## src/sv/afccu_pkg.sv

```systemverilog
// Shared types, constants and the CRC step for the ADC frame checker.
package afccu_pkg;

  localparam int MAX_CHANNELS_DEF = 4;

  // Fixed field widths of the ports
  localparam int CFG_IDX_W  = 2;
  localparam int CFG_DATA_W = 4;
  localparam int COUNT_W    = 3;
  localparam int MASK_W     = 4;
  localparam int POS_W      = 5;
  localparam int WORD_IDX_W = 4;
  localparam int CH_IDX_W   = 3;
  localparam int EN_W       = 8;

  localparam logic [15:0] CRC_INIT  = 16'hFFFF;
  localparam logic [31:0] ERR_RESET = 32'h4000_0000;
  localparam logic [31:0] ERR_CRC   = 32'h8000_0000;
  localparam int          RESET_FLAG_BIT = 2;

  // Configuration register indexes
  typedef enum logic [CFG_IDX_W-1:0] {
    REG_CHANNEL_COUNT  = 2'd0,
    REG_CHANNEL_MASK   = 2'd1,
    REG_PROBE_ATTACHED = 2'd2,
    REG_UNUSED         = 2'd3
  } afccu_reg_t;

  typedef enum logic [1:0] {
    ST_IDLE,
    ST_EMIT_CH,
    ST_EMIT_SUM
  } afccu_state_t;

  // Commands from the controller to the datapath
  typedef struct packed {
    logic                take_byte;
    logic                take_restart;
    logic                emit_load;
    logic                emit_sum;
    logic                emit_last;
    logic [CH_IDX_W-1:0] idx;
  } afccu_cmd_t;

  // Status from the datapath to the controller
  typedef struct packed {
    logic               frame_end;
    logic               good;
    logic               probe;
    logic               slot_free;
    logic [COUNT_W-1:0] count;
    logic [EN_W-1:0]    enabled;
  } afccu_sts_t;

  // One byte of CRC-16, poly 0x1021, no reflection
  function automatic logic [15:0] crc_step(input logic [15:0] crc, input logic [7:0] b);
    logic [7:0] x;
    x = crc[15:8] ^ b;
    x = x ^ (x >> 4);
    crc_step = (crc << 8) ^ ({8'h00, x} << 12) ^ ({8'h00, x} << 5) ^ {8'h00, x};
  endfunction

endpackage

```

## src/sv/afccu_ctrl.sv

```systemverilog
// Controller: accepts transactions and walks the channels at frame end.
module afccu_ctrl import afccu_pkg::*; (
  input  logic       clk,
  input  logic       rst_n,
  input  logic       in_valid,
  output logic       in_ready,
  input  logic       in_kind,
  input  afccu_sts_t sts,
  output afccu_cmd_t cmd
);

  afccu_state_t        state_r, state_nxt;
  logic [CH_IDX_W-1:0] idx_r, idx_nxt;
  logic [EN_W-1:0]     above;
  logic                later;
  logic                sum_due;

  // Hold state and channel index
  always_ff @(posedge clk) begin
    if (!rst_n) begin
      state_r <= ST_IDLE;
      idx_r   <= '0;
    end else begin
      state_r <= state_nxt;
      idx_r   <= idx_nxt;
    end
  end

  assign above   = EN_W'(8'hFE) << idx_r;
  assign later   = |(sts.enabled & above);
  assign sum_due = sts.good && sts.probe;

  // Next state and commands
  always_comb begin
    state_nxt        = state_r;
    idx_nxt          = idx_r;
    in_ready         = 1'b0;
    cmd              = '0;
    cmd.idx          = idx_r;
    unique case (state_r)
      ST_IDLE: begin
        in_ready         = 1'b1;
        cmd.take_byte    = in_valid && !in_kind;
        cmd.take_restart = in_valid && in_kind;
        if (cmd.take_byte && sts.frame_end) begin
          idx_nxt   = '0;
          state_nxt = ST_EMIT_CH;
        end
      end
      ST_EMIT_CH: begin
        if (idx_r == sts.count) begin
          state_nxt = sum_due ? ST_EMIT_SUM : ST_IDLE;
        end else if (sts.enabled[idx_r]) begin
          if (sts.slot_free) begin
            cmd.emit_load = 1'b1;
            cmd.emit_last = !later && !sum_due;
            idx_nxt       = idx_r + 1'b1;
          end
        end else begin
          idx_nxt = idx_r + 1'b1;
        end
      end
      ST_EMIT_SUM: begin
        if (sts.slot_free) begin
          cmd.emit_load = 1'b1;
          cmd.emit_sum  = 1'b1;
          cmd.emit_last = 1'b1;
          state_nxt     = ST_IDLE;
        end
      end
      default: state_nxt = ST_IDLE;
    endcase
  end

endmodule

```

## src/sv/afccu_dp.sv

```systemverilog
// Datapath: config registers, CRC, word assembly, sum and output register.
module afccu_dp import afccu_pkg::*; #(
  parameter int MAX_CHANNELS = MAX_CHANNELS_DEF
) (
  input  logic                  clk,
  input  logic                  rst_n,
  input  logic                  cfg_valid,
  input  logic [CFG_IDX_W-1:0]  cfg_index,
  input  logic [CFG_DATA_W-1:0] cfg_data,
  input  logic [7:0]            in_frame_byte,
  input  logic                  in_first,
  input  afccu_cmd_t            cmd,
  output afccu_sts_t            sts,
  output logic                  out_valid,
  input  logic                  out_ready,
  output logic signed [31:0]    out_value,
  output logic [1:0]            out_channel,
  output logic                  out_is_sum,
  output logic                  out_last
);

  localparam int CIW = (MAX_CHANNELS > 1) ? $clog2(MAX_CHANNELS) : 1;
  localparam logic [COUNT_W-1:0] MAX_CNT =
    (MAX_CHANNELS > 7) ? COUNT_W'(7) : COUNT_W'(MAX_CHANNELS);

  logic [COUNT_W-1:0]    channel_count_r;
  logic [MASK_W-1:0]     channel_mask_r;
  logic                  probe_r;
  logic [15:0]           crc_r, crc_nxt;
  logic [POS_W-1:0]      pos_r, pos_nxt;
  logic [1:0]            sub_r, sub_nxt;
  logic [WORD_IDX_W-1:0] word_r, word_nxt;
  logic [15:0]           rcrc_r, rcrc_nxt;
  logic                  latch_r, latch_nxt;
  logic [23:0]           chw_r [MAX_CHANNELS];
  logic [31:0]           sum_r;
  logic                  out_valid_r;
  logic [31:0]           out_value_r;
  logic [1:0]            out_channel_r;
  logic                  out_is_sum_r;
  logic                  out_last_r;

  logic [COUNT_W-1:0]    count;
  logic [POS_W-1:0]      frm_len, crc_off;
  logic [POS_W-1:0]      p;
  logic [1:0]            sub_eff;
  logic [WORD_IDX_W-1:0] word_eff, ch_w;
  logic [15:0]           crc_eff;
  logic                  in_frame, in_body;
  logic [23:0]           rd_word;
  logic [31:0]           ch_value;

  // Effective channel count and frame geometry
  always_comb begin
    count = channel_count_r;
    if (count == '0) count = COUNT_W'(1);
    if (count > MAX_CNT) count = MAX_CNT;
  end
  assign frm_len = POS_W'(count) + (POS_W'(count) << 1) + POS_W'(6);
  assign crc_off = frm_len - POS_W'(3);

  // First mark restarts position and CRC before the byte is taken
  assign p        = in_first ? '0 : pos_r;
  assign sub_eff  = in_first ? '0 : sub_r;
  assign word_eff = in_first ? '0 : word_r;
  assign crc_eff  = in_first ? CRC_INIT : crc_r;
  assign in_frame = p < frm_len;
  assign in_body  = p < crc_off;
  assign ch_w     = word_eff - WORD_IDX_W'(1);

  // Byte and restart processing
  always_comb begin
    crc_nxt   = crc_r;
    pos_nxt   = pos_r;
    sub_nxt   = sub_r;
    word_nxt  = word_r;
    rcrc_nxt  = rcrc_r;
    latch_nxt = latch_r;
    if (cmd.take_restart) begin
      latch_nxt = 1'b0;
    end else if (cmd.take_byte) begin
      crc_nxt  = crc_eff;
      pos_nxt  = p;
      sub_nxt  = sub_eff;
      word_nxt = word_eff;
      if (in_frame) begin
        if (in_body) begin
          crc_nxt = crc_step(crc_eff, in_frame_byte);
          if (p == '0 && in_frame_byte[RESET_FLAG_BIT]) latch_nxt = 1'b1;
        end else if (p == crc_off) begin
          rcrc_nxt = {in_frame_byte, 8'h00};
        end else if (p == crc_off + POS_W'(1)) begin
          rcrc_nxt = {rcrc_r[15:8], in_frame_byte};
        end
        pos_nxt = p + POS_W'(1);
        if (sub_eff == 2'd2) begin
          sub_nxt  = '0;
          word_nxt = word_eff + WORD_IDX_W'(1);
        end else begin
          sub_nxt = sub_eff + 2'd1;
        end
      end
    end
  end

  // Hold config and frame state
  always_ff @(posedge clk) begin
    if (!rst_n) begin
      channel_count_r <= COUNT_W'(2);
      channel_mask_r  <= MASK_W'(3);
      probe_r         <= 1'b0;
      crc_r           <= CRC_INIT;
      pos_r           <= '0;
      sub_r           <= '0;
      word_r          <= '0;
      rcrc_r          <= '0;
      latch_r         <= 1'b0;
    end else begin
      if (cfg_valid) begin
        unique case (afccu_reg_t'(cfg_index))
          REG_CHANNEL_COUNT:  channel_count_r <= cfg_data[COUNT_W-1:0];
          REG_CHANNEL_MASK:   channel_mask_r  <= cfg_data[MASK_W-1:0];
          REG_PROBE_ATTACHED: probe_r         <= cfg_data[0];
          default: ;
        endcase
      end
      crc_r   <= crc_nxt;
      pos_r   <= pos_nxt;
      sub_r   <= sub_nxt;
      word_r  <= word_nxt;
      rcrc_r  <= rcrc_nxt;
      latch_r <= latch_nxt;
    end
  end

  // Shift channel bytes into their word
  always_ff @(posedge clk) begin
    if (cmd.take_byte && in_frame && in_body && word_eff != '0) begin
      chw_r[ch_w[CIW-1:0]] <= {chw_r[ch_w[CIW-1:0]][15:0], in_frame_byte};
    end
  end

  // Select the value for the channel under emission
  assign rd_word  = chw_r[cmd.idx[CIW-1:0]];
  assign ch_value = sts.good ? {{8{rd_word[23]}}, rd_word}
                             : (latch_r ? ERR_RESET : ERR_CRC);

  // Clear the sum at frame end, add each reported channel
  always_ff @(posedge clk) begin
    if (cmd.take_byte && sts.frame_end) begin
      sum_r <= '0;
    end else if (cmd.emit_load && !cmd.emit_sum) begin
      sum_r <= sum_r + ch_value;
    end
  end

  // Output register: load when free, drop when taken
  always_ff @(posedge clk) begin
    if (!rst_n) begin
      out_valid_r <= 1'b0;
    end else if (cmd.emit_load) begin
      out_valid_r <= 1'b1;
    end else if (out_ready) begin
      out_valid_r <= 1'b0;
    end
  end

  always_ff @(posedge clk) begin
    if (cmd.emit_load) begin
      out_value_r   <= cmd.emit_sum ? sum_r : ch_value;
      out_channel_r <= cmd.emit_sum ? 2'd0 : cmd.idx[1:0];
      out_is_sum_r  <= cmd.emit_sum;
      out_last_r    <= cmd.emit_last;
    end
  end

  // Status toward the controller
  always_comb begin
    sts           = '0;
    sts.frame_end = in_frame && (p == frm_len - POS_W'(1));
    sts.good      = !latch_r && (crc_r == rcrc_r);
    sts.probe     = probe_r;
    sts.slot_free = !out_valid_r || out_ready;
    sts.count     = count;
    sts.enabled   = EN_W'(channel_mask_r) & ((EN_W'(1) << count) - EN_W'(1));
  end

  assign out_valid   = out_valid_r;
  assign out_value   = out_value_r;
  assign out_channel = out_channel_r;
  assign out_is_sum  = out_is_sum_r;
  assign out_last    = out_last_r;

endmodule

```

## src/sv/adc_frame_crc_check_unpack_core.sv

```systemverilog
// Top level of the ADC frame CRC checker and unpacker.
// Takes one frame byte or restart per input transaction; outside a frame end
// in_ready is high. A frame is a status word, one 3-byte word per channel
// and a CRC word; the CRC-16 (init 0xFFFF, poly 0x1021) covers status and
// channel bytes. At the frame's last byte the sequencer walks the channel
// indexes, one per cycle unless a result waits on out_ready, closes the walk,
// then emits the channel sum when it is due. So in_ready stays low for the
// walk over the effective channel count (channel_count held to
// 1..MAX_CHANNELS, at most 7), for the sum and while a result waits on
// out_ready. Each channel result is the sign-extended 24-bit channel word,
// 0x40000000 for a latched device reset or 0x80000000 for a CRC mismatch;
// the sum result is their total and out_last marks the frame's final result.
// A result waits in the output register while new bytes are taken.
// Configuration writes are always accepted (cfg_ready is tied high).
module adc_frame_crc_check_unpack_core import afccu_pkg::*; #(
  parameter int MAX_CHANNELS = MAX_CHANNELS_DEF
) (
  input  logic                  clk,
  input  logic                  rst_n,
  input  logic                  cfg_valid,
  output logic                  cfg_ready,
  input  logic [CFG_IDX_W-1:0]  cfg_index,
  input  logic [CFG_DATA_W-1:0] cfg_data,
  input  logic                  in_valid,
  output logic                  in_ready,
  input  logic                  in_kind,
  input  logic [7:0]            in_frame_byte,
  input  logic                  in_first,
  output logic                  out_valid,
  input  logic                  out_ready,
  output logic signed [31:0]    out_value,
  output logic [1:0]            out_channel,
  output logic                  out_is_sum,
  output logic                  out_last
);

  afccu_cmd_t cmd;
  afccu_sts_t sts;

  assign cfg_ready = 1'b1;

  afccu_ctrl u_ctrl (
    .clk      (clk),
    .rst_n    (rst_n),
    .in_valid (in_valid),
    .in_ready (in_ready),
    .in_kind  (in_kind),
    .sts      (sts),
    .cmd      (cmd)
  );

  afccu_dp #(
    .MAX_CHANNELS (MAX_CHANNELS)
  ) u_dp (
    .clk           (clk),
    .rst_n         (rst_n),
    .cfg_valid     (cfg_valid),
    .cfg_index     (cfg_index),
    .cfg_data      (cfg_data),
    .in_frame_byte (in_frame_byte),
    .in_first      (in_first),
    .cmd           (cmd),
    .sts           (sts),
    .out_valid     (out_valid),
    .out_ready     (out_ready),
    .out_value     (out_value),
    .out_channel   (out_channel),
    .out_is_sum    (out_is_sum),
    .out_last      (out_last)
  );

  // A sum result is always the frame's last, on channel zero
  a_sum_last: assert property (@(posedge clk) disable iff (!rst_n)
    out_valid && out_is_sum |-> out_last && out_channel == 2'd0)
    else $error("sum result not last or not on channel zero");

  // A restart transaction leaves a waiting result in place
  a_restart_quiet: assert property (@(posedge clk) disable iff (!rst_n)
    in_valid && in_ready && in_kind && out_valid && !out_ready |=> out_valid)
    else $error("restart disturbed a waiting result");

  // A result is only loaded while input is refused
  a_load_busy: assert property (@(posedge clk) disable iff (!rst_n)
    cmd.emit_load |-> !in_ready)
    else $error("result loaded while accepting input");

  // Input is refused during the cycle after a frame's last byte
  a_end_busy: assert property (@(posedge clk) disable iff (!rst_n)
    in_valid && in_ready && !in_kind && sts.frame_end |=> !in_ready)
    else $error("input accepted right after a frame end");

endmodule
```

## config.mk

```make
export PLATFORM = sky130hd
export DESIGN_NAME = adc_frame_crc_check_unpack_core
export DESIGN_NICKNAME = d
export VERILOG_FILES = /design/src/sv/afccu_pkg.sv /design/src/sv/afccu_ctrl.sv /design/src/sv/afccu_dp.sv /design/src/sv/adc_frame_crc_check_unpack_core.sv
export SDC_FILE = /design/constraint.sdc
export NUM_CORES = 1
export LEC_CHECK = 0
export ABC_AREA = 1
export BUFFER_PORTS_ARGS = -buffer_cell sky130_fd_sc_hd__clkbuf_2
export CAP_MARGIN = 20
export CORE_ASPECT_RATIO = 0.9
export CORE_MARGIN = 8
export CORE_UTILIZATION = 47
export DETAILED_ROUTE_END_ITERATION = 6
export HOLD_SLACK_MARGIN = 0.05
export PLACE_DENSITY_LB_ADDON = 0.12
export SLEW_MARGIN = 20
export SYNTH_ARGS = -nofsm -noshare
export SYNTH_HDL_FRONTEND = slang
export SYNTH_HIERARCHICAL = 1
export SYNTH_SLANG_ARGS = --single-unit
export TNS_END_PERCENT = 30
```

## constraint.sdc

```tcl
create_clock -name clk -period 4.5 [get_ports clk]
set_input_delay 0.675 -clock clk [delete_from_list [all_inputs] [get_ports clk]]
set_output_delay 0.675 -clock clk [all_outputs]
set_load 0.005 [all_outputs]
```

==> results of run 1 <==
-- through the flow --
step / hold WS (ps) / util
2_1_floorplan: 422.5 / -
3_3_place_gp: 455.7 / 0.5017
3_5_place_dp: 466.7 / 0.5017
4_1_cts: 351.5 / 0.5326
5_1_grt: 367.5 / 0.5326
6_report: 372.1 / 0.5326
-- sequential cells by signal, summed over array words and instances, names as in the netlist --
signal	count
u_ctrl/idx_r	3
u_ctrl/state_r	2
u_dp/channel_count_r	3
u_dp/channel_mask_r	4
u_dp/chw_r	96
u_dp/crc_r	16
u_dp/latch_r	1
u_dp/out_channel	2
u_dp/out_is_sum	1
u_dp/out_last	1
u_dp/out_valid	1
u_dp/out_value	32
u_dp/pos_r	5
u_dp/probe_r	1
u_dp/rcrc_r	16
u_dp/sub_r	2
u_dp/sum_r	32
u_dp/word_r	4
-- metal layers --
| metal | wire (um) | vias up | GRT usage |
|---|---|---|---|
| li1 | - | 5599 | - |
| met3 | 1547 | 61 | 0.02776 |
| met1 | 16080 | 5137 | 0.2699 |
| met2 | 15990 | 256 | 0.3417 |
| met4 | 1186 | 0 | 0.07106 |
| met5 | 0 | - | 0 |
-- logic make-up (layout without fill, tap and decap cells) --
group	after synthesis	count (layout)	synth area share
buffers and inverters	250	315	0.07741
adders and majority gates	59	59	0.05789
xor gates and xnor gates	48	48	0.03322
AOI/OAI and AO/OA	340	340	0.1415
and+or+nand+nor	745	745	0.2418
other	2	5	0.0005830
DFF	222	222	0.4476
-- power groups by stage --
stage	Combinational (W)	Sequential (W)	Clock (W)
floorplan	0.00139	0.00263	0
global placement	0.00186	0.00265	0
detailed placement	0.00189	0.00266	0
CTS	0.00190	0.00262	0.00207
global route	0.00216	0.00265	0.00214
finish	0.00190	0.00262	0.00202
-- critical path, stage by stage (launching register included) --
cell and delay, ps:
dfxtp_1 520, inv_2 120, o21ai_1 340, ha_1 250
inv_1 70, ha_1 340, inv_1 100, xor2_1 170
ha_1 290, inv_1 70, nor2_2 50, and3_4 150
nor3_4 270, nand2_2 90, a211o_1 320, nor2_2 100
buf_4 370
-- cell type report --
class                   count  area share
multi-input cells        1197      0.4284
inverters                 185     0.04837
well taps                 354     0.03085
flip-flops and latches    222      0.4017
repair buffers             82     0.03277
clock buffers              34     0.05316
clock inverters            14    0.004793
-- Yosys cell counts (2+ instances only) --
library cell	number
buf_1	9
o21ai_2	2
nand3b_1	3
o21ai_1	9
nand2_2	6
ha_1	58
o22ai_1	20
nand2_1	366
xnor2_1	24
nor2_1	241
nand3_1	73
a21oi_1	125
edfxtp_1	132
xor2_1	23
or2_2	2
dfxtp_1	90
nor2_4	2
buf_2	8
inv_2	7
nand3_2	3
nor3_1	21
nor4_1	5
o21bai_1	11
nand4_1	9
o21ai_0	150
buf_4	9
inv_1	176
o211ai_1	17
clkbuf_1	37
conb_1	2
buf_6	2
nand2_4	4
nor2_2	4
clkinv_1	2
-- layout by cell type, fill, tap and decap left out, types with 23 or more instances in the layout --
cell         n
dfxtp_1     89
xor2_1      23
buf_4       24
nand3_1     73
xnor2_1     24
a21oi_1    125
clkbuf_16   28
o21ai_0    150
clkbuf_2    58
edfxtp_1   132
nor2_1     235
ha_1        58
nand2_1    366
inv_1      176
-- path summary, 6_finish.rpt --
path	from	endpoint	slack, ps	depth (start not counted)
max	u_dp/channel_count_r[2]$_SDFFE_PN0P_	u_dp/chw_r[1][19]$_DFFE_PP_	530	16
min	cfg_data[3]	u_dp/channel_mask_r[3]$_SDFFE_PN0P_	370	3
max reg2reg	u_dp/channel_count_r[2]$_SDFFE_PN0P_	u_dp/chw_r[1][19]$_DFFE_PP_	530	16
min reg2reg	u_dp/rcrc_r[11]$_SDFFE_PN0P_	u_dp/rcrc_r[11]$_SDFFE_PN0P_	470	2
==> run metrics, run 1 <==
status=complete, no violations; fin. max-slew vios=0; FF/Latch Area=0.005767 sq mm; initial antenna violation count=0; routed length per instance=16.67 um; postcts setup bufs=0; share of the synthesized area in the top cell type=0.3077; WS Path Type=flop to flop; Max transition margin=0.3132; initial core utilization=0.4779; pwr/cell area=454.9 mW/mm^2; max cap viols=0; CTS Sinks=222; total number of vias=11053; Mean Syn Cell Area=7.733 sq um; Residual DRC=0; sw power=0.002256 W; Seq/Total Area, Yosys=0.4476; PnR worst setup slack=527.4 ps; Startpoint Class=flop; die height=173.1 um; sw frac=0.3454; power share of the sequential group=0.400; Yosys reg bits=222; Clk pin slew, worst setup/hold paths=60 ps; DR vias/cell=5.294; first-pass GRT wire length=55560 um; Clk pwr share=0.309; CP arrival=4150 ps; internal power=0.004275 W; Main synth FF type=edfxtp_1; Synth area leaders=edfxtp_1 31%, dfxtp_1 14%, nand2_1 11%; Final Total Pwr=0.006531 W; all-layer global routing usage=0.2055; n_diodes=0; Root Driver=clkbuf_16; CTS tree=done; filler-free cell count of the finished design=2088; largest net degree at the start of global routing=50; Placement Setup Slack=561.1 ps; IO Count=60; Cell Area, Synth=0.01288 sq mm; peak supply drop=0.0003193 V; Post-synth EDFFs=132; Warnings, synthesis=6; Final min period=3973 ps; total wire length=34810 um; routability cong.=0.9309; Syn-to-layout area delta=11.45%; RSZ-0062 raised after global routing=no; Hold Crit Class=primary input to flop; final setup vio count=0; Longest Clk Path Bufs=3; fin area=0.01436 sq mm; HPWL Detailed=24330 um; hold_buf cts=0; worst-path maximum fanout=24; number of nets still failing antenna checks after routing=0; multi-input logic area=0.006151 sq mm; Max Freq=0.2517 GHz; cts repair resizes=0; drt first pass iters=5; Post-Syn Instances=1666; leakage=6.302 nW; crit end category=flop; vias in the first global route=10740; Port Buf Inserts=58; placed cell areas=0.01353 sq mm; WP data required=4680 ps; clock skew=9.841 ps; post-layout net count=1794; CTS Buf Count=26; share of cells above drive strength 1=0.09458; Die W=190.5 um; Cells after DPL=2040; Logic pwr share=0.291; Final Hold Fails=0; H-tree lvl count=1; Clock Latency Late Sink=530 ps; std cell rows=57; die area=0.03297 sq mm; setup tns final=0 ps; Core ar.=0.02696 sq mm; area leader, netlist=edfxtp_1; Initial DRC Count=782; Fillers=2596; Tightest Pin Transition=1029 ps; fin crit share=0.8828; fraction of registers with async set/reset=0; Synth cell types=48; gr ovfl total=0
No activity file was read; power rests on OpenSTA's default activity.
==> inputs of run 2 (changes only) <==
SYNTH_HIERARCHICAL = not set   (was 1)
==> run metrics, run 2 <==
status=complete, no violations; Main synth FF type=edfxtp_1; fin. max-slew vios=0 (unchanged); routability cong.=0.9290 (-0.20%); die height=173.4 um (+0.20%); setup tns final=0 ps (unchanged); post-layout net count=1773 (-1.2%); total number of vias=10995 (-0.52%); Synth area leaders=edfxtp_1 31%, dfxtp_1 14%, nand2_1 10%; most frequent cells in the layout=344 x nand2_1, 277 x nor2_1, 146 x inv_1; number of flip-flops in the largest register=96 (unchanged); commonest cells in the synthesized netlist=344 x nand2_1, 283 x nor2_1, 146 x inv_1, 135 x o21ai_0, 132 x edfxtp_1; H-tree lvl count=1 (unchanged); fin crit share=0.8511 (-0.03173); fin util=0.5304 (-0.002145); Critical Path Max Stage Delay=580 ps (+60 ps); WS Path Type=flop to flop; Root Driver=clkbuf_16; DR vias/cell=5.322 (+0.53%); area leader, netlist=edfxtp_1; largest net degree at the start of global routing=42 (-16%); initial core utilization=0.4787 (+0.0008685); Residual DRC=0 (unchanged); filler-free cell count of the finished design=2066 (-1.1%); routed length per instance=16.57 um (-0.57%); Clk pin slew, worst setup/hold paths=60 ps (about the same); Max transition margin=0.4626 (+0.1494); leakage=6.218 nW (-1.3%); worst-path maximum fanout=24 (unchanged); HPWL Detailed=23950 um (-1.6%); highest-delay cell along the critical path=dfxtp_1; initial antenna violation count=0 (unchanged); RSZ-0062 raised after global routing=no; number of nets still failing antenna checks after routing=0 (unchanged); Worst Hold Path EP=u_dp.channel_mask_r[3]$_SDFFE_PN0P_; Cell Area, Synth=0.01294 sq mm (+0.45%); min-delay src=cfg_data[3]; Synth cell types=54 (+13%); Die W=190.9 um (+0.20%); Synthesized Nets=1722; Final min period=3830 ps (-142.8 ps); WP data required=4680 ps (about the same); final setup vio count=0 (unchanged); critical path depth=15 (-1); peak supply drop=0.0002643 V (-17%); postcts setup bufs=0 (unchanged); all-layer global routing usage=0.2035 (-0.002009); leading cell type in the layout, fill and taps excluded=nand2_1; first-pass GRT wire length=55220 um (-0.61%); Max Freq=0.2611 GHz (+3.7%); pwr/cell area=346.4 mW/mm^2 (-24%); Tightest Pin Transition=801.2 ps (-227.9 ps); Yosys reg bits=224 (+0.90%); gr ovfl total=0 (unchanged); CTS Sinks=224 (+0.90%); die area=0.03310 sq mm (+0.41%); placed cell areas=0.01357 sq mm (+0.31%); fraction of registers with async set/reset=0 (unchanged); worst reg2reg path depth=15 (-1); Post-synth EDFFs=132 (unchanged); Clock Latency Late Sink=530 ps (about the same); crit end category=flop; worst r2r dst=u_dp.chw_r[0][21]$_DFFE_PP_; Seq/Total Area, Yosys=0.4487 (+0.001104); CP most frequent cell=ha_1; IO Count=60 (unchanged); clock skew=12.50 ps (+2.663 ps); worst r2r src=u_dp.channel_count_r[2]$_SDFFE_PN0P_; fin area=0.01434 sq mm (-0.14%); Core ar.=0.02703 sq mm (+0.26%); Post-Syn Instances=1643 (-1.4%); std cell rows=57 (unchanged); most common cell in the netlist=nand2_1; hold_buf cts=0 (unchanged); Initial DRC Count=864 (+10%); Mean Syn Cell Area=7.876 sq um (+1.9%); Port Buf Inserts=58 (unchanged); Longest Clk Path Bufs=3 (unchanged); drt first pass iters=7 (+2); CTS Buf Count=26 (unchanged); crit-path cells=inv_6 > o21ai_4 > ha_1 > inv_1 > ha_1 > inv_1 > ha_1 > a21oi_1 > o21ai_1 > nor2_4 > inv_2 > nor2_4 > nand3_1 > nor2_2 > buf_4; CP delay by family, top=adder cells; Final Hold Fails=0 (unchanged); Warnings, synthesis=0 (-6); share of cells above drive strength 1=0.09988 (+0.005304); n_diodes=0 (unchanged); vias in the first global route=10646 (-0.88%); Syn-to-layout area delta=10.80%; max cap viols=0 (unchanged); Cells after DPL=2020 (-0.98%); Startpoint Class=flop; CP arrival=4010 ps (-140 ps); setup slack, reg-to-reg=670 ps (+140 ps); total wire length=34240 um (-1.6%); Buf/Inv on CP=5 (unchanged); cts repair resizes=0 (unchanged); share of the synthesized area in the top cell type=0.3063 (-0.001369); hold path depth=3 (unchanged); Hold Crit Class=primary input to flop; CTS tree=done
[run 2: changes by cell type in the layout (fill, tap and decap cells not counted), moves of 5 or more]
cell,previous run,this run
nor2_1,235,277
o21ai_2,2,17
nor3_1,21,15
o21ai_0,150,135
o21ai_1,9,18
nand3_1,73,63
nand2_1,366,344
clkbuf_1,2,7
a21oi_1,125,115
inv_1,176,146
nor4_1,5,0
[run 2: per-layer routing]
| metal | GRT usage | vias to the layer above | part of all wire |
|---|---|---|---|
| met5 | 0 | - | 0 |
| met2 | 0.3340 | 280 | 0.46 |
| met1 | 0.2825 | 5104 | 0.48 |
| li1 | - | 5570 | - |
| met4 | 0.04231 | 0 | 0.015 |
| met3 | 0.02554 | 41 | 0.052 |
[run 2: logic make-up (layout without fill, tap and decap cells)]
kind of cell / count (synthesis) / after routing / synth area share
simple gates: 745 / 745 / 0.2372
compound gates: 349 / 349 / 0.1527
flops: 224 / 224 / 0.4487
buf+inv: 214 / 283 / 0.06759
fa+ha+maj: 58 / 58 / 0.05666
xor+xnor: 52 / 52 / 0.03694
other cells: 1 / 1 / 0.0002898
[run 2: through the flow]
stage	power (W)	hold WS [ps]	setup slack, ps
after floorplan	0.002863	429.5	609.5
after global placement	0.003057	452.3	700.9
after detailed placement	0.003066	460.7	647.8
after CTS	0.005009	354.8	626.2
after global routing	0.005186	386.7	385.4
final	0.004967	375.5	670.2
[run 2: how the worst max path moves through the flow]
stage / start / end / slack [ps]
after floorplan: u_dp.channel_count_r[1]$_SDFFE_PN1P_ / u_dp.chw_r[0][0]$_DFFE_PP_ / 610
after global routing: u_dp.channel_count_r[2]$_SDFFE_PN0P_ / u_dp.chw_r[0][21]$_DFFE_PP_ / 390
final: u_dp.channel_count_r[2]$_SDFFE_PN0P_ / u_dp.chw_r[0][21]$_DFFE_PP_ / 670
after CTS: u_dp.channel_count_r[2]$_SDFFE_PN0P_ / u_dp.chw_r[0][21]$_DFFE_PP_ / 630
after global placement: u_dp.channel_count_r[2]$_SDFFE_PN0P_ / u_dp.chw_r[1][21]$_DFFE_PP_ / 700
after detailed placement: u_dp.channel_count_r[2]$_SDFFE_PN0P_ / u_dp.chw_r[0][21]$_DFFE_PP_ / 650
[run 2: layout make-up]
class	instances	area [sq um]
Clock inverter	11	53.80
Fill cell	2665	12690
Clock buffer	35	715.7
Sequential cell	224	5806
Inverter	159	604.3
Multi-Input combinational cell	1205	6275
Timing Repair Buffer	78	440.4
Tap cell	354	442.9
[run 2: tightest hold or removal path: cells and delay by family]
kind                   cells  cell delay, ps
buffers and inverters      1              80
AND/OR/NAND/NOR            2             120
[run 2: power breakdown]
group	internal, W	switching, W	total [W]	leakage, nW
clock	0.00111	0.000832	0.00194	0.374
combinational	0.000245	0.000502	0.000747	3.85
sequential	0.00222	0.0000566	0.00228	1.99
==> inputs of run 3 (changes only) <==
CORE_UTILIZATION = 45   (was 47)
==> run metrics, run 3 (synthesis results as in run 2) <==
hold_buf cts=0 (unchanged); CP arrival=3980 ps (-30 ps); Critical Path Max Stage Delay=600 ps (+20 ps); sw frac=0.2587 (-0.02130); H-tree lvl count=1 (unchanged); Max transition margin=0.4881 (+0.02551); fin util=0.5094 (-0.02109); CTS tree=done; Clock Latency Late Sink=530 ps (about the same); crit-path cells=inv_6 > o21ai_4 > ha_1 > inv_1 > ha_1 > inv_1 > ha_1 > a21oi_1 > o21ai_1 > nor2_4 > inv_2 > nor2_4 > nand3_1 > nor2_2 > buf_4; drt first pass iters=5 (-2); Clk pin slew, worst setup/hold paths=60 ps (about the same); CP delay by family, top=adder cells; vias in the first global route=10535 (-1.0%); clock skew=9.457 ps (-3.047 ps); fin area=0.01455 sq mm (+1.5%); cts repair resizes=0 (unchanged); Clk pwr share=0.442 (+0.052); Root Driver=clkbuf_16; Logic pwr share=0.138 (-0.012); routed length per instance=16.48 um (-0.55%); Longest Clk Path Bufs=3 (unchanged); Hold Crit Class=primary input to flop; power share of the sequential group=0.420 (-0.039); sw power=0.001402 W (+0.82%); Syn-to-layout area delta=12.45%; Final min period=3797 ps (-32.50 ps); min-delay src=cfg_data[3]; setup tns final=0 ps (unchanged); pwr/cell area=372.5 mW/mm^2 (+7.5%); routability cong.=0.8986 (-3.3%); Final Hold Fails=0 (unchanged); Worst Hold Path EP=u_dp.channel_mask_r[3]$_SDFFE_PN0P_; Die W=194.7 um (+2.0%); RSZ-0062 raised after global routing=no; hold path depth=3 (unchanged); initial antenna violation count=0 (unchanged); worst r2r dst=u_dp.chw_r[1][21]$_DFFE_PP_; worst reg2reg path depth=15 (unchanged); Initial DRC Count=787 (-8.9%); CP most frequent cell=ha_1; HPWL Detailed=23640 um (-1.3%); final setup vio count=0 (unchanged); all-layer global routing usage=0.1959 (-0.007617); Startpoint Class=flop; worst-path maximum fanout=24 (unchanged); Fin Hold WS=396.6 ps (+21.14 ps); largest net degree at the start of global routing=49 (+17%); max cap viols=0 (unchanged); total wire length=34250 um (about the same); peak supply drop=0.0003079 V (+16%); number of nets still failing antenna checks after routing=0 (unchanged); gr ovfl total=0 (unchanged); internal power=0.004018 W (+12%); placed cell areas=0.01358 sq mm (about the same); std cell rows=59 (+3.5%); number of flip-flops in the largest register=96 (unchanged); Max Freq=0.2633 GHz (+0.86%); DR vias/cell=5.249 (-1.4%); crit end category=flop; status=complete, no violations; die height=176.9 um (+2.0%); die area=0.03444 sq mm (+4.0%); most frequent cells in the layout=344 x nand2_1, 277 x nor2_1, 146 x inv_1; setup slack, reg-to-reg=700 ps (+30 ps); highest-delay cell along the critical path=dfxtp_1; Residual DRC=0 (unchanged); Buf/Inv on CP=5 (unchanged); Tightest Pin Transition=763.1 ps (-38.02 ps); leakage=6.308 nW (+1.4%); n_diodes=0 (unchanged); Core ar.=0.02857 sq mm (+5.7%); leading cell type in the layout, fill and taps excluded=nand2_1; total number of vias=10908 (-0.79%); CTS Sinks=224 (unchanged); share of cells above drive strength 1=0.1028 (+0.002921); post-layout net count=1772 (-0.056%); WS Path Type=flop to flop; fin crit share=0.8438 (-0.007223); fin. max-slew vios=0 (unchanged); Final Total Pwr=0.005420 W (+9.1%); initial core utilization=0.4529 (-0.02579); worst r2r src=u_dp.channel_count_r[2]$_SDFFE_PN0P_; WP data required=4680 ps (about the same); postcts setup bufs=0 (unchanged); CTS Buf Count=26 (unchanged); Port Buf Inserts=58 (unchanged); first-pass GRT wire length=54940 um (-0.50%); IO Count=60 (unchanged); Fillers=2792 (+4.8%)
-- run 3: cell count changes in the layout (fill, tap and decap cells not counted) --
cell	delta
clkbuf_1	+1
clkinv_2	-2
bufinv_16	+7
clkinv_1	-6
buf_4	-1
clkbuf_16	+1
-- run 3: tightest hold or removal path: stages --
cell and delay, ps:
clkbuf_2 80, nor2_1 40, nor2_1 90
-- run 3: per-stage QoR --
step	setup slack (ps)	cells
finish	702.7	2078
floorplan	609.5	1643
global placement	866.9	2031
global route	446.0	2078
detailed placement	746.5	2031
CTS	724.0	2078
-- run 3: final cells by class --
class / instances / area, sq um / share of cell area
clock inverters: 10 / 231.5 / 0.01591
clock buffers: 37 / 744.5 / 0.05116
flip-flops and latches: 224 / 5806 / 0.3990
repair buffers: 77 / 432.9 / 0.02975
well taps: 366 / 457.9 / 0.03147
multi-input cells: 1205 / 6275 / 0.4312
inverters: 159 / 604.3 / 0.04153
-- run 3: how the worst max path moves through the flow --
stage	startpoint	endpoint	slack (ps)	cells past startpoint
2_1_floorplan	u_dp.channel_count_r[1]$_SDFFE_PN1P_	u_dp.chw_r[0][0]$_DFFE_PP_	610	14
3_3_place_gp	u_dp.crc_r[7]$_SDFFE_PN1P_	u_dp.sum_r[29]$_SDFFE_PP0P_	870	18
3_5_place_dp	u_dp.channel_count_r[2]$_SDFFE_PN0P_	u_dp.chw_r[1][17]$_DFFE_PP_	750	15
4_1_cts	u_dp.channel_count_r[2]$_SDFFE_PN0P_	u_dp.chw_r[2][19]$_DFFE_PP_	720	15
5_1_grt	u_dp.crc_r[14]$_SDFFE_PN1P_	u_dp.sum_r[18]$_SDFFE_PP0P_	450	23
6_report	u_dp.channel_count_r[2]$_SDFFE_PN0P_	u_dp.chw_r[1][21]$_DFFE_PP_	700	15
-- run 3: power groups by stage --
stage / clock network [W] / logic [W] / registers, W
3_5_place_dp: 0 / 0.000745 / 0.00232
2_1_floorplan: 0 / 0.000558 / 0.00230
4_1_cts: 0.00245 / 0.000750 / 0.00227
5_1_grt: 0.00253 / 0.000855 / 0.00228
3_3_place_gp: 0 / 0.000743 / 0.00231
6_report: 0.00240 / 0.000750 / 0.00227
-- run 3: per-layer routing --
metal | global-route usage | up-vias | part of all wire
li1 | - | 5558 | -
met4 | 0.06185 | 0 | 0.029
met1 | 0.2673 | 5044 | 0.48
met2 | 0.3206 | 252 | 0.45
met3 | 0.02585 | 54 | 0.045
met5 | 0 | - | 0
